File: src/rtl/core/pss_pkg.sv
// Shared constants, control word types and microprogram for the swap sequence block.
`timescale 1ns / 1ps
`default_nettype none

package pss_pkg;

    localparam int SEQ_LEN      = 16;
    localparam int VALUE_BITS   = 8;
    localparam int IDX_BITS     = $clog2(SEQ_LEN);
    localparam int CNT_BITS     = $clog2(SEQ_LEN + 1);
    localparam int MAX_RESULTS  = 15;
    localparam int RES_BITS     = $clog2(MAX_RESULTS + 1);
    localparam int OUT_IDX_BITS = 4;
    localparam int PC_BITS      = 3;

    typedef enum logic [2:0] {
        OP_NONE,
        OP_INIT,
        OP_MATCH,
        OP_SWAP,
        OP_ADV,
        OP_FINAL
    } op_t;

    typedef enum logic [1:0] {
        C_NEXT,
        C_WAIT_LAST,
        C_WAIT_OUT,
        C_LOOP
    } cond_t;

    typedef struct packed {
        logic                 in_ready;
        op_t                  op;
        cond_t                cond;
        logic [PC_BITS-1:0]   target;
    } ctrl_t;

    typedef struct packed {
        logic last_in;
        logic stall;
        logic more;
    } stat_t;

    localparam logic [PC_BITS-1:0] PC_LOAD  = 3'd0;
    localparam logic [PC_BITS-1:0] PC_INIT  = 3'd1;
    localparam logic [PC_BITS-1:0] PC_MATCH = 3'd2;
    localparam logic [PC_BITS-1:0] PC_SWAP  = 3'd3;
    localparam logic [PC_BITS-1:0] PC_ADV   = 3'd4;
    localparam logic [PC_BITS-1:0] PC_FINAL = 3'd5;

    // Microprogram ROM
    function automatic ctrl_t ucode(input logic [PC_BITS-1:0] pc);
        ctrl_t w;
        begin
            w = '{in_ready: 1'b0, op: OP_NONE, cond: C_NEXT, target: PC_LOAD};
            case (pc)
                PC_LOAD: begin
                    w = '{in_ready: 1'b1, op: OP_NONE, cond: C_WAIT_LAST, target: PC_LOAD};
                end
                PC_INIT: begin
                    w = '{in_ready: 1'b0, op: OP_INIT, cond: C_NEXT, target: PC_LOAD};
                end
                PC_MATCH: begin
                    w = '{in_ready: 1'b0, op: OP_MATCH, cond: C_NEXT, target: PC_LOAD};
                end
                PC_SWAP: begin
                    w = '{in_ready: 1'b0, op: OP_SWAP, cond: C_WAIT_OUT, target: PC_ADV};
                end
                PC_ADV: begin
                    w = '{in_ready: 1'b0, op: OP_ADV, cond: C_LOOP, target: PC_MATCH};
                end
                PC_FINAL: begin
                    w = '{in_ready: 1'b0, op: OP_FINAL, cond: C_WAIT_OUT, target: PC_LOAD};
                end
                default: begin
                    w = '{in_ready: 1'b0, op: OP_NONE, cond: C_WAIT_OUT, target: PC_LOAD};
                end
            endcase
            return w;
        end
    endfunction

endpackage

`default_nettype wire

File: src/rtl/core/pss_sequencer.sv
// Step counter and jump logic that walks the microprogram.
`timescale 1ns / 1ps
`default_nettype none

module pss_sequencer (
    input  wire            aclk,
    input  wire            aresetn,
    input  pss_pkg::stat_t stat,
    output pss_pkg::ctrl_t ctrl
);
    import pss_pkg::*;

    logic [PC_BITS-1:0] pc_reg;
    logic [PC_BITS-1:0] pc_next;

    assign ctrl = ucode(pc_reg);

    always_comb begin
        case (ctrl.cond)
            C_NEXT:      pc_next = pc_reg + PC_BITS'(1);
            C_WAIT_LAST: pc_next = stat.last_in ? pc_reg + PC_BITS'(1) : pc_reg;
            C_WAIT_OUT:  pc_next = stat.stall ? pc_reg : ctrl.target;
            C_LOOP:      pc_next = stat.more ? ctrl.target : pc_reg + PC_BITS'(1);
            default:     pc_next = PC_LOAD;
        endcase
    end

    always_ff @(posedge aclk) begin
        if (!aresetn) begin
            pc_reg <= PC_LOAD;
        end else begin
            pc_reg <= pc_next;
        end
    end

endmodule

`default_nettype wire

File: src/rtl/core/pss_datapath.sv
// Sequence stores, parallel match, swap, pending result and output register.
`timescale 1ns / 1ps
`default_nettype none

module pss_datapath (
    input  wire             aclk,
    input  wire             aresetn,
    input  pss_pkg::ctrl_t  ctrl,
    output pss_pkg::stat_t  stat,
    input  wire             s_tvalid,
    output logic            s_tready,
    input  wire [15:0]      s_tdata,   // [7:0] src_value, [15:8] tgt_value
    input  wire             s_tlast,
    output logic            m_tvalid,
    input  wire             m_tready,
    output logic [7:0]      m_tdata,   // [3:0] first_index, [7:4] second_index
    output logic            m_tuser,   // [0] found
    output logic            m_tlast
);
    import pss_pkg::*;

    logic [VALUE_BITS-1:0]   src_reg [SEQ_LEN];
    logic [VALUE_BITS-1:0]   tgt_reg [SEQ_LEN];
    logic [CNT_BITS-1:0]     load_cnt_reg;
    logic [IDX_BITS-1:0]     i_reg;
    logic [RES_BITS-1:0]     cnt_reg;
    logic                    hit_reg;
    logic [IDX_BITS-1:0]     j_reg;
    logic [VALUE_BITS-1:0]   src_i_reg;
    logic [VALUE_BITS-1:0]   tgt_i_reg;
    logic                    pend_valid_reg;
    logic [IDX_BITS-1:0]     pend_i_reg;
    logic [IDX_BITS-1:0]     pend_j_reg;
    logic                    m_valid_reg;
    logic [OUT_IDX_BITS-1:0] m_first_reg;
    logic [OUT_IDX_BITS-1:0] m_second_reg;
    logic                    m_found_reg;
    logic                    m_last_reg;

    logic                    in_acc;
    logic                    out_free;
    logic                    need_push;
    logic                    stall;
    logic                    more;
    logic                    swap_fire;
    logic                    final_fire;
    logic                    push_pend;
    logic [SEQ_LEN-1:0]      match;
    logic                    hit;
    logic [IDX_BITS-1:0]     j_sel;
    logic [VALUE_BITS-1:0]   tgt_i;

    assign s_tready = ctrl.in_ready;
    assign in_acc   = s_tvalid && ctrl.in_ready;
    assign out_free = !m_valid_reg || m_tready;

    assign need_push = ((ctrl.op == OP_SWAP) && hit_reg && pend_valid_reg)
                     || (ctrl.op == OP_FINAL);
    assign stall      = need_push && !out_free;
    assign swap_fire  = (ctrl.op == OP_SWAP) && !stall && hit_reg;
    assign final_fire = (ctrl.op == OP_FINAL) && !stall;
    assign push_pend  = swap_fire && pend_valid_reg;
    assign more = ((CNT_BITS'(i_reg) + CNT_BITS'(1)) < load_cnt_reg)
               && (cnt_reg < RES_BITS'(MAX_RESULTS));

    assign stat = '{last_in: in_acc && s_tlast, stall: stall, more: more};

    assign tgt_i = tgt_reg[i_reg];

    always_comb begin
        for (int j = 0; j < SEQ_LEN; j++) begin
            match[j] = (IDX_BITS'(j) != i_reg) && (CNT_BITS'(j) < load_cnt_reg)
                    && (src_reg[j] == tgt_i);
        end
    end

    // lowest matching position
    always_comb begin
        hit   = |match;
        j_sel = '0;
        for (int j = SEQ_LEN - 1; j >= 0; j--) begin
            if (match[j]) begin
                j_sel = IDX_BITS'(j);
            end
        end
    end

    always_ff @(posedge aclk) begin
        if (!aresetn) begin
            load_cnt_reg   <= '0;
            i_reg          <= '0;
            cnt_reg        <= '0;
            hit_reg        <= 1'b0;
            pend_valid_reg <= 1'b0;
            m_valid_reg    <= 1'b0;
        end else begin
            if (in_acc && (load_cnt_reg < CNT_BITS'(SEQ_LEN))) begin
                load_cnt_reg <= load_cnt_reg + CNT_BITS'(1);
            end
            if (ctrl.op == OP_INIT) begin
                i_reg          <= '0;
                cnt_reg        <= '0;
                pend_valid_reg <= 1'b0;
            end
            if (ctrl.op == OP_MATCH) begin
                hit_reg <= hit;
            end
            if (swap_fire) begin
                cnt_reg        <= cnt_reg + RES_BITS'(1);
                pend_valid_reg <= 1'b1;
            end
            if ((ctrl.op == OP_ADV) && more) begin
                i_reg <= i_reg + IDX_BITS'(1);
            end
            if (final_fire) begin
                load_cnt_reg   <= '0;
                pend_valid_reg <= 1'b0;
            end
            if (push_pend || final_fire) begin
                m_valid_reg <= 1'b1;
            end else if (m_tready) begin
                m_valid_reg <= 1'b0;
            end
        end
    end

    always_ff @(posedge aclk) begin
        if (in_acc && (load_cnt_reg < CNT_BITS'(SEQ_LEN))) begin
            src_reg[load_cnt_reg[IDX_BITS-1:0]] <= VALUE_BITS'(s_tdata[7:0]);
            tgt_reg[load_cnt_reg[IDX_BITS-1:0]] <= VALUE_BITS'(s_tdata[15:8]);
        end
        if (ctrl.op == OP_MATCH) begin
            j_reg     <= j_sel;
            src_i_reg <= src_reg[i_reg];
            tgt_i_reg <= tgt_i;
        end
        if (swap_fire) begin
            src_reg[i_reg] <= tgt_i_reg;
            src_reg[j_reg] <= src_i_reg;
            pend_i_reg     <= i_reg;
            pend_j_reg     <= j_reg;
        end
        if (push_pend) begin
            m_first_reg  <= OUT_IDX_BITS'(pend_i_reg);
            m_second_reg <= OUT_IDX_BITS'(pend_j_reg);
            m_found_reg  <= 1'b1;
            m_last_reg   <= 1'b0;
        end else if (final_fire) begin
            m_first_reg  <= pend_valid_reg ? OUT_IDX_BITS'(pend_i_reg) : '0;
            m_second_reg <= pend_valid_reg ? OUT_IDX_BITS'(pend_j_reg) : '0;
            m_found_reg  <= pend_valid_reg;
            m_last_reg   <= 1'b1;
        end
    end

    assign m_tvalid = m_valid_reg;
    assign m_tdata  = {m_second_reg, m_first_reg};
    assign m_tuser  = m_found_reg;
    assign m_tlast  = m_last_reg;

    a_cnt_cap: assert property (@(posedge aclk) disable iff (!aresetn)
        cnt_reg <= RES_BITS'(MAX_RESULTS))
        else $error("result count above cap");

    a_load_cap: assert property (@(posedge aclk) disable iff (!aresetn)
        load_cnt_reg <= CNT_BITS'(SEQ_LEN))
        else $error("load count above sequence length");

    a_idle_clean: assert property (@(posedge aclk) disable iff (!aresetn)
        ctrl.in_ready |-> !pend_valid_reg)
        else $error("pending result left over while loading");

    a_empty_last: assert property (@(posedge aclk) disable iff (!aresetn)
        (m_valid_reg && !m_found_reg) |-> m_last_reg)
        else $error("empty marker without final flag");

    a_push_free: assert property (@(posedge aclk) disable iff (!aresetn)
        (push_pend || final_fire) |-> out_free)
        else $error("output register overwritten");

endmodule

`default_nettype wire

File: src/rtl/core/permutation_swap_sequence_top.sv
// Top level of the permutation swap sequence block.
`timescale 1ns / 1ps
`default_nettype none

// Loads up to 16 (source, target) element pairs, one transfer per cycle; the transfer
// with tlast ends the load and starts the scan. For each target position the
// microprogram runs three steps (parallel match, swap, advance), after a start step
// and before a final step that emits the final result; the swap and final steps can
// stall while the output register is full. Results leave through one output register;
// each swap result is held pending until the next swap or the final step, so the final
// one can carry tlast. A sequence without swaps gives one transfer with tuser (found) low.
// Pairs beyond the 16th are dropped, and at most 15 results are produced per sequence.
module permutation_swap_sequence_top (
    input  wire        aclk,
    input  wire        aresetn,
    input  wire        s_tvalid,
    output logic       s_tready,
    input  wire [15:0] s_tdata,   // [7:0] src_value, [15:8] tgt_value
    input  wire        s_tlast,
    output logic       m_tvalid,
    input  wire        m_tready,
    output logic [7:0] m_tdata,   // [3:0] first_index, [7:4] second_index
    output logic       m_tuser,   // [0] found
    output logic       m_tlast
);
    import pss_pkg::*;

    ctrl_t ctrl;
    stat_t stat;

    pss_sequencer u_seq (
        .aclk    (aclk),
        .aresetn (aresetn),
        .stat    (stat),
        .ctrl    (ctrl)
    );

    pss_datapath u_dp (
        .aclk     (aclk),
        .aresetn  (aresetn),
        .ctrl     (ctrl),
        .stat     (stat),
        .s_tvalid (s_tvalid),
        .s_tready (s_tready),
        .s_tdata  (s_tdata),
        .s_tlast  (s_tlast),
        .m_tvalid (m_tvalid),
        .m_tready (m_tready),
        .m_tdata  (m_tdata),
        .m_tuser  (m_tuser),
        .m_tlast  (m_tlast)
    );

endmodule

`default_nettype wire

File: config.mk
export PLATFORM = sky130hd
export DESIGN_NAME = permutation_swap_sequence_top
export DESIGN_NICKNAME = d
export VERILOG_FILES = /design/src/rtl/core/pss_pkg.sv /design/src/rtl/core/pss_sequencer.sv /design/src/rtl/core/pss_datapath.sv /design/src/rtl/core/permutation_swap_sequence_top.sv
export SDC_FILE = /design/constraint.sdc
export NUM_CORES = 1
export LEC_CHECK = 0
export BUFFER_PORTS_ARGS = -buffer_cell sky130_fd_sc_hd__buf_2
export CORE_MARGIN = 5
export CORE_UTILIZATION = 30
export DETAILED_ROUTE_END_ITERATION = 8
export GPL_TIMING_DRIVEN = 0
export PLACE_DENSITY = 0.48
export SKIP_LAST_GASP = 1
export SLEW_MARGIN = 10
export SYNTH_ARGS = -nofsm -noshare
export SYNTH_HDL_FRONTEND = slang
export SYNTH_SLANG_ARGS = --single-unit
File: constraint.sdc
create_clock -name aclk -period 7 [get_ports aclk]
set_input_delay 0.35 -clock aclk [delete_from_list [all_inputs] [get_ports aclk]]
set_output_delay 0.35 -clock aclk [all_outputs]
set_load 0.005 [all_outputs]
After elaboration in Yosys (flattened, before gate mapping)
Memories as Yosys holds them, arrays and structs flattened. A register that Yosys moved wholly into a read port is not among the register bits. Cells that the tools add are included. W data, S select, Z words.

Eq/ne operators: 46. Bitwise gates (word level): 1. Add/sub/neg operators: 5. Mux-type cells: 42. Reduce and logical (&&, ||, !) cells: 64. Order comparisons: 19.

Operators with widths (count): $eq A8 B8 Y1 (16); $mux W4 (20); $pmux W9 S6 (1); $logic_and A1 B1 Y1 (44); $lt A4 B5 Y1 const A (8); $ne A4 B4 Y1 const A (8); $mux W3 (7); $lt A3 B5 Y1 const A (4); $ne A3 B4 Y1 const A (4); $reduce_or A16 Y1 (1); $reduce_or A8 Y1 (2); $eq A3 B2 Y1 const B (4); $eq A3 B3 Y1 const B (4); $pmux W3 S4 (1); $lt A1 B5 Y1 const A (2); $lt A2 B5 Y1 const A (2); $mux W1 (10); $add A4 B1 Y4 const B (2); $mux W8 (1); $ne A2 B4 Y1 const A (2); $reduce_bool A2 Y1 (4); $eq A3 B1 Y1 const B (2); $add A4 B1 Y5 const B (1); $add A5 B1 Y5 const B (1); other kinds (19) (26).

Flip-flop bits (word level): 49. Memory bits (writable): 256. Memories kept: 2. Output and inout bits: 12. Word-level logic and storage cells: 197. Bits of input ports: 21.

Memories: u_dp.src_reg (words 16, bits a word 8, rd ports 17, clocked after Yosys merged registers in 1, write ports 2, RTL line pss_datapath.sv:22) `logic [VALUE_BITS-1:0] src_reg [SEQ_LEN];`; u_dp.tgt_reg (words 16, bits a word 8, rd ports 1, clocked after Yosys merged registers in 1, write ports 1, RTL line pss_datapath.sv:23) `logic [VALUE_BITS-1:0] tgt_reg [SEQ_LEN];`.

Logic depth before layout (Yosys ltp)
Depth after elaboration: 18. Depth in mapped cells: 15. Mapped depth without buffers: 12.

Modules after synthesis
From an unflattened synthesis, not the netlist that was laid out.

Cell total of the unflattened synthesis: 1733. Area, all modules: 19162.1 um^2.

By module, submodules not included: pss_datapath (times used 1, area each 18806.8 um^2, cells each 1688, seq. area each 9208.8 um^2); pss_sequencer (times used 1, area each 355.3 um^2, cells each 45, seq. area each 60.1 um^2).

Worst setup path before layout
OpenSTA, ideal clock, no wires.

Path type: register to register. From: reg u_seq.pc_reg[0]. To: reg u_dp.hit_reg. Stages on the path, launching flop included: 8. Period minus slack after synthesis: 5.007 ns. Setup time: 0.122 ns. Slack: 1.993 ns. Arrival: 4.885 ns. Buffers on the path: 0. Required time: 6.878 ns. Cells stage by stage: dfxtp_1 -> inv_1 -> ha_1 -> nor2_1 -> a21oi_1 -> a2111oi_0 -> nand3_1 -> o221a_1.

Word-level cells in the longest chain between the ends: 3. Elaborated cells between the ends (all ways): 8. Those cells by class: 6 x eq/ne; 1 x mux; 1 x reduce/logical.

RTL lines: start, declared (RTL line pss_sequencer.sv:13) `logic [PC_BITS-1:0] pc_reg;`; start signal, assigned (RTL line pss_sequencer.sv:32) `pc_reg <= pc_next;`; $eq A3 B3 Y1 (tied with other cells) (RTL line pss_pkg.sv:57) `case (pc)`; $pmux W9 S6 * (RTL line pss_pkg.sv:57); $eq A3 B2 Y1 * (RTL line pss_datapath.sv:105) `if (ctrl.op == OP_MATCH) begin`; end signal, assigned (RTL line pss_datapath.sv:106) `hit_reg <= hit;`; end, declared (RTL line pss_datapath.sv:27) `logic hit_reg;`.

Every way passes the cells marked *; elsewhere a longest branch is shown, timed or not. A chain may end at the register's enable or synchronous reset.

==> reports/results.tsv <==
stage	metric	value	unit
critical_path	Critical path buffers and inverters	4	
finish	fin nets	1525	
routing	WL per Instance	26.75	um
power	internal power	3.758	mW
power	pwr/cell area	254.6	nW/um2
timing	Final Hold Slack	0.1255	ns
yosys	yosys warns	0	
clocking	CTS Sinks	317	
floorplanning	die span in x	254.7	um
yosys	Mapped Area	17960	um2
routing	antenna viol nets, final	0	
floorplanning	IO Pins	33	
global_route	initial antenna violation count	1	
critical_path	Worst Path Required	7.16	ns
place	Final GP Congestion	0.9502	
floorplanning	full die area	64870	um2
place	worst slack at placement	1.990	ns
finish	Util after Layout	0.3477	
yosys	top-area cell type share of the netlist area	0.4881	
yosys	Cell variety after synth	90	
critical_path	Levels on crit path	13	
routing	Vias/cell	5.400	
power	leakage	6.530	nW
place	number of port buffers	32	
global_route	vias in the first global route	12310	
critical_path	worst stage delay on the critical path	1.04	ns
yosys	register area share after synthesis	0.5160	
clocking	root buffer cell	clkbuf_16	
outcome	status	finished, final reports clean	
power	sequential fraction of design power	0.431	
finish	Antenna Cells	0	
critical_path	startpoint types	register	
timing	worst-margin pin slew	1.348	ns
floorplanning	DIE HEIGHT	254.7	um
critical_path	most frequent CP cell	nand2_1	
yosys	Synth Area in Simple Gates	0.09758	
timing	Final Skew	0.02205	ns
critical_path	Worst EP arrival	5.24	ns
power	clock share of power	0.396	
timing	RSZ-0062 raised after global routing	false	
place	hpwl dp	47170	um
yosys	Post-Syn Instances	1395	
yosys	Synth Register Bits	317	
yosys	Main synth FF type	edfxtp_1	
routing	TritonRoute pass-1 iters	7	
global_route	Total GRT Usage	0.1847	
power	Sw Ratio	0.2821	
yosys	largest family of logic cells by synthesized area	multiplexers	
finish	Layout area overhead	14.46	%
routing	DRT Wirelength	61100	um
routing	number of DRC markers in iteration 0	988	
yosys	synth top area cells	edfxtp_1 49%, mux2_2 8.8%, mux4_2 6.4%	
power	Comb pwr share	0.173	
clocking	total setup buffers inserted after CTS	0	
global_route	gr busiest metal	met2	
clocking	number of hold buffers added after cts	0	
critical_path	cells on worst reg2reg path	13	
yosys	Post-synth EDFFs	292	
yosys	Syn Area/Cell	12.88	um2
yosys	Mapped Nets	1437	
global_route	routing usage on met3	0.02447	
power	Peak VDD IR	0.0001574	V
critical_path	Slowest cell on crit path	o21bai_1	
timing	period utilisation layout	0.7253	
timing	Finish-stage setup viols	0	
clocking	Clock Path Buffers	3	
critical_path	Worst setup EP type	register	
critical_path	CP Max Fanout	10	
global_route	GRT met1 Usage	0.2625	
timing	final hold violation count	0	
yosys	ys async rst share	0	
timing	final worst-path setup slack	1.923	ns
yosys	Post-Synth XOR/XNOR Area	0.06721	
global_route	GR Layer Usage met2	0.3035	
clocking	clock latency on the worst-skew pair	0.57	ns
timing	max-slew violation count	0	
critical_path	Critical Path, Cell by Cell	inv_1 -> ha_1 -> o221a_2 -> nand2_1 -> o21ai_0 -> nand2_1 -> nand2b_1 -> inv_1 -> clkbuf_1 -> clkbuf_1 -> mux2i_1 -> nand2_1 -> o21bai_1	
clocking	clk slew on worst S/H paths	0.06	ns
global_route	first-pass GRT wire length	87870	um
finish	layout cell share with drive strength beyond 1	0.2422	
routing	DRC Markers	0	
clocking	Resize count post-CTS	0	
timing	Rel. slew slack	0.07779	
hold_path	Worst Hold Class	in2reg	
yosys	cell taking the most area after synthesis	edfxtp_1	
floorplanning	Initial Util	0.3038	
run	Max-Cap Viols	0	
routing	vias	12330	
critical_path	cell family with most CP delay	compound AO/OA/AOI/OAI gates	
yosys	post-synthesis mux area share	0.1872	
yosys	Synth Area in Adders	0.01463	
clocking	cts bufs inserted	38	
yosys	Compound-Gate Fraction of Synth Area	0.08567	
timing	Final min period	5.077	ns
hold_path	WHS Path Cells	2	
power	sw power	1.477	mW
critical_path	Crit Path Category	reg2reg	
clocking	H-tree depth	2	
timing	f_max	197.0	MHz
global_route	largest net degree at the start of global routing	18	
floorplanning	Rows	89	
global_route	GRT overflow	0	
floorplanning	Core ar.	59130	um2
clocking	CTS tree	built	
## through the flow
stage | power (mW) | setup TNS (ns) | cell area [um2] | cells
CTS | 5.265 | 0 | 20550 | 2283
finish | 5.235 | 0 | 20560 | 2284
detailed placement | 3.190 | 0 | 19260 | 2215
floorplan | 2.856 | 0 | 17960 | 1395
global placement | 3.173 | -36.10 | 19090 | 2200
global route | 5.424 | 0 | 20560 | 2284
## cells in the mapped netlist, types with 13 or more instances
library cell and n:
edfxtp_1 292, mux2_2 140, nand2_1 92, xnor2_1 87
nor2_1 73, clkbuf_1 57, mux4_2 51, xor2_1 49
a21oi_1 46, mux2i_1 46, nand3_1 31, o21ai_0 30
nor3_1 26, dfxtp_1 25, inv_1 22, ha_1 21
nor2b_1 18, o22ai_1 18, and2_1 15, nor4_1 15
a22oi_1 13
## cell usage in the layout (no fill, tap or decap), types with 15 or more instances in the layout
cell type  netlist  final
edfxtp_1       292    292
mux2_2         140    140
nand2_1         92     92
xnor2_1         87     87
nor2_1          73     72
clkbuf_1        57     60
mux4_2          51     51
xor2_1          49     49
mux2i_1         46     46
a21oi_1         46     46
buf_2            8     43
clkbuf_16        0     39
nand3_1         31     31
o21ai_0         30     27
dfxtp_1         25     25
inv_1           22     22
ha_1            21     21
nor3_1          26     19
nor2b_1         18     18
o22ai_1         18     17
and2_1          15     15
nor4_1          15     15
## layer usage
layer,part of all wire,routed length (um)
met5,0,0
met4,0.021,1260
met3,0.052,3168
met2,0.47,28880
met1,0.45,27790
## kinds of logic after synthesis
kind of cell	Yosys count
adders and majority gates	21
buffers and inverters	111
xor gates and xnor gates	137
DFF	317
muxes	245
AOI/OAI and AO/OA	219
and+or+nand+nor	345
## cell type report
cell class,count,area (um2)
Inverter,25,93.84
Sequential cell,317,9269
Clock inverter,21,252.7
Fill cell,5775,38570
Multi-Input combinational cell,967,8183
Buffer,86,479.2
Clock buffer,47,1036
Timing Repair Buffer,48,280.3
Tap cell,773,967.2
## worst paths after layout
check	startpoint	endpoint	slack [ns]
setup / recovery	u_seq.pc_reg[2]$_SDFFE_PN0P_	u_dp.src_reg[12][6]$_DFFE_PP_	1.92
setup reg to reg	u_seq.pc_reg[2]$_SDFFE_PN0P_	u_dp.src_reg[12][6]$_DFFE_PP_	1.92
hold reg to reg	u_dp.j_reg[2]$_SDFFCE_PP0N_	u_dp.pend_j_reg[2]$_DFFE_PP_	0.45
hold / removal	aresetn	u_dp.cnt_reg[1]$_SDFFE_PN0P_	0.13
## power groups by stage
stage	Sequential, mW	Combinational, mW	Clock [mW]
after floorplan	2.27	0.585	0
after global placement	2.30	0.870	0
after detailed placement	2.29	0.896	0
after CTS	2.25	0.903	2.11
after global routing	2.26	0.977	2.18
final	2.26	0.905	2.07
Power figures use the tool's default switching activity.
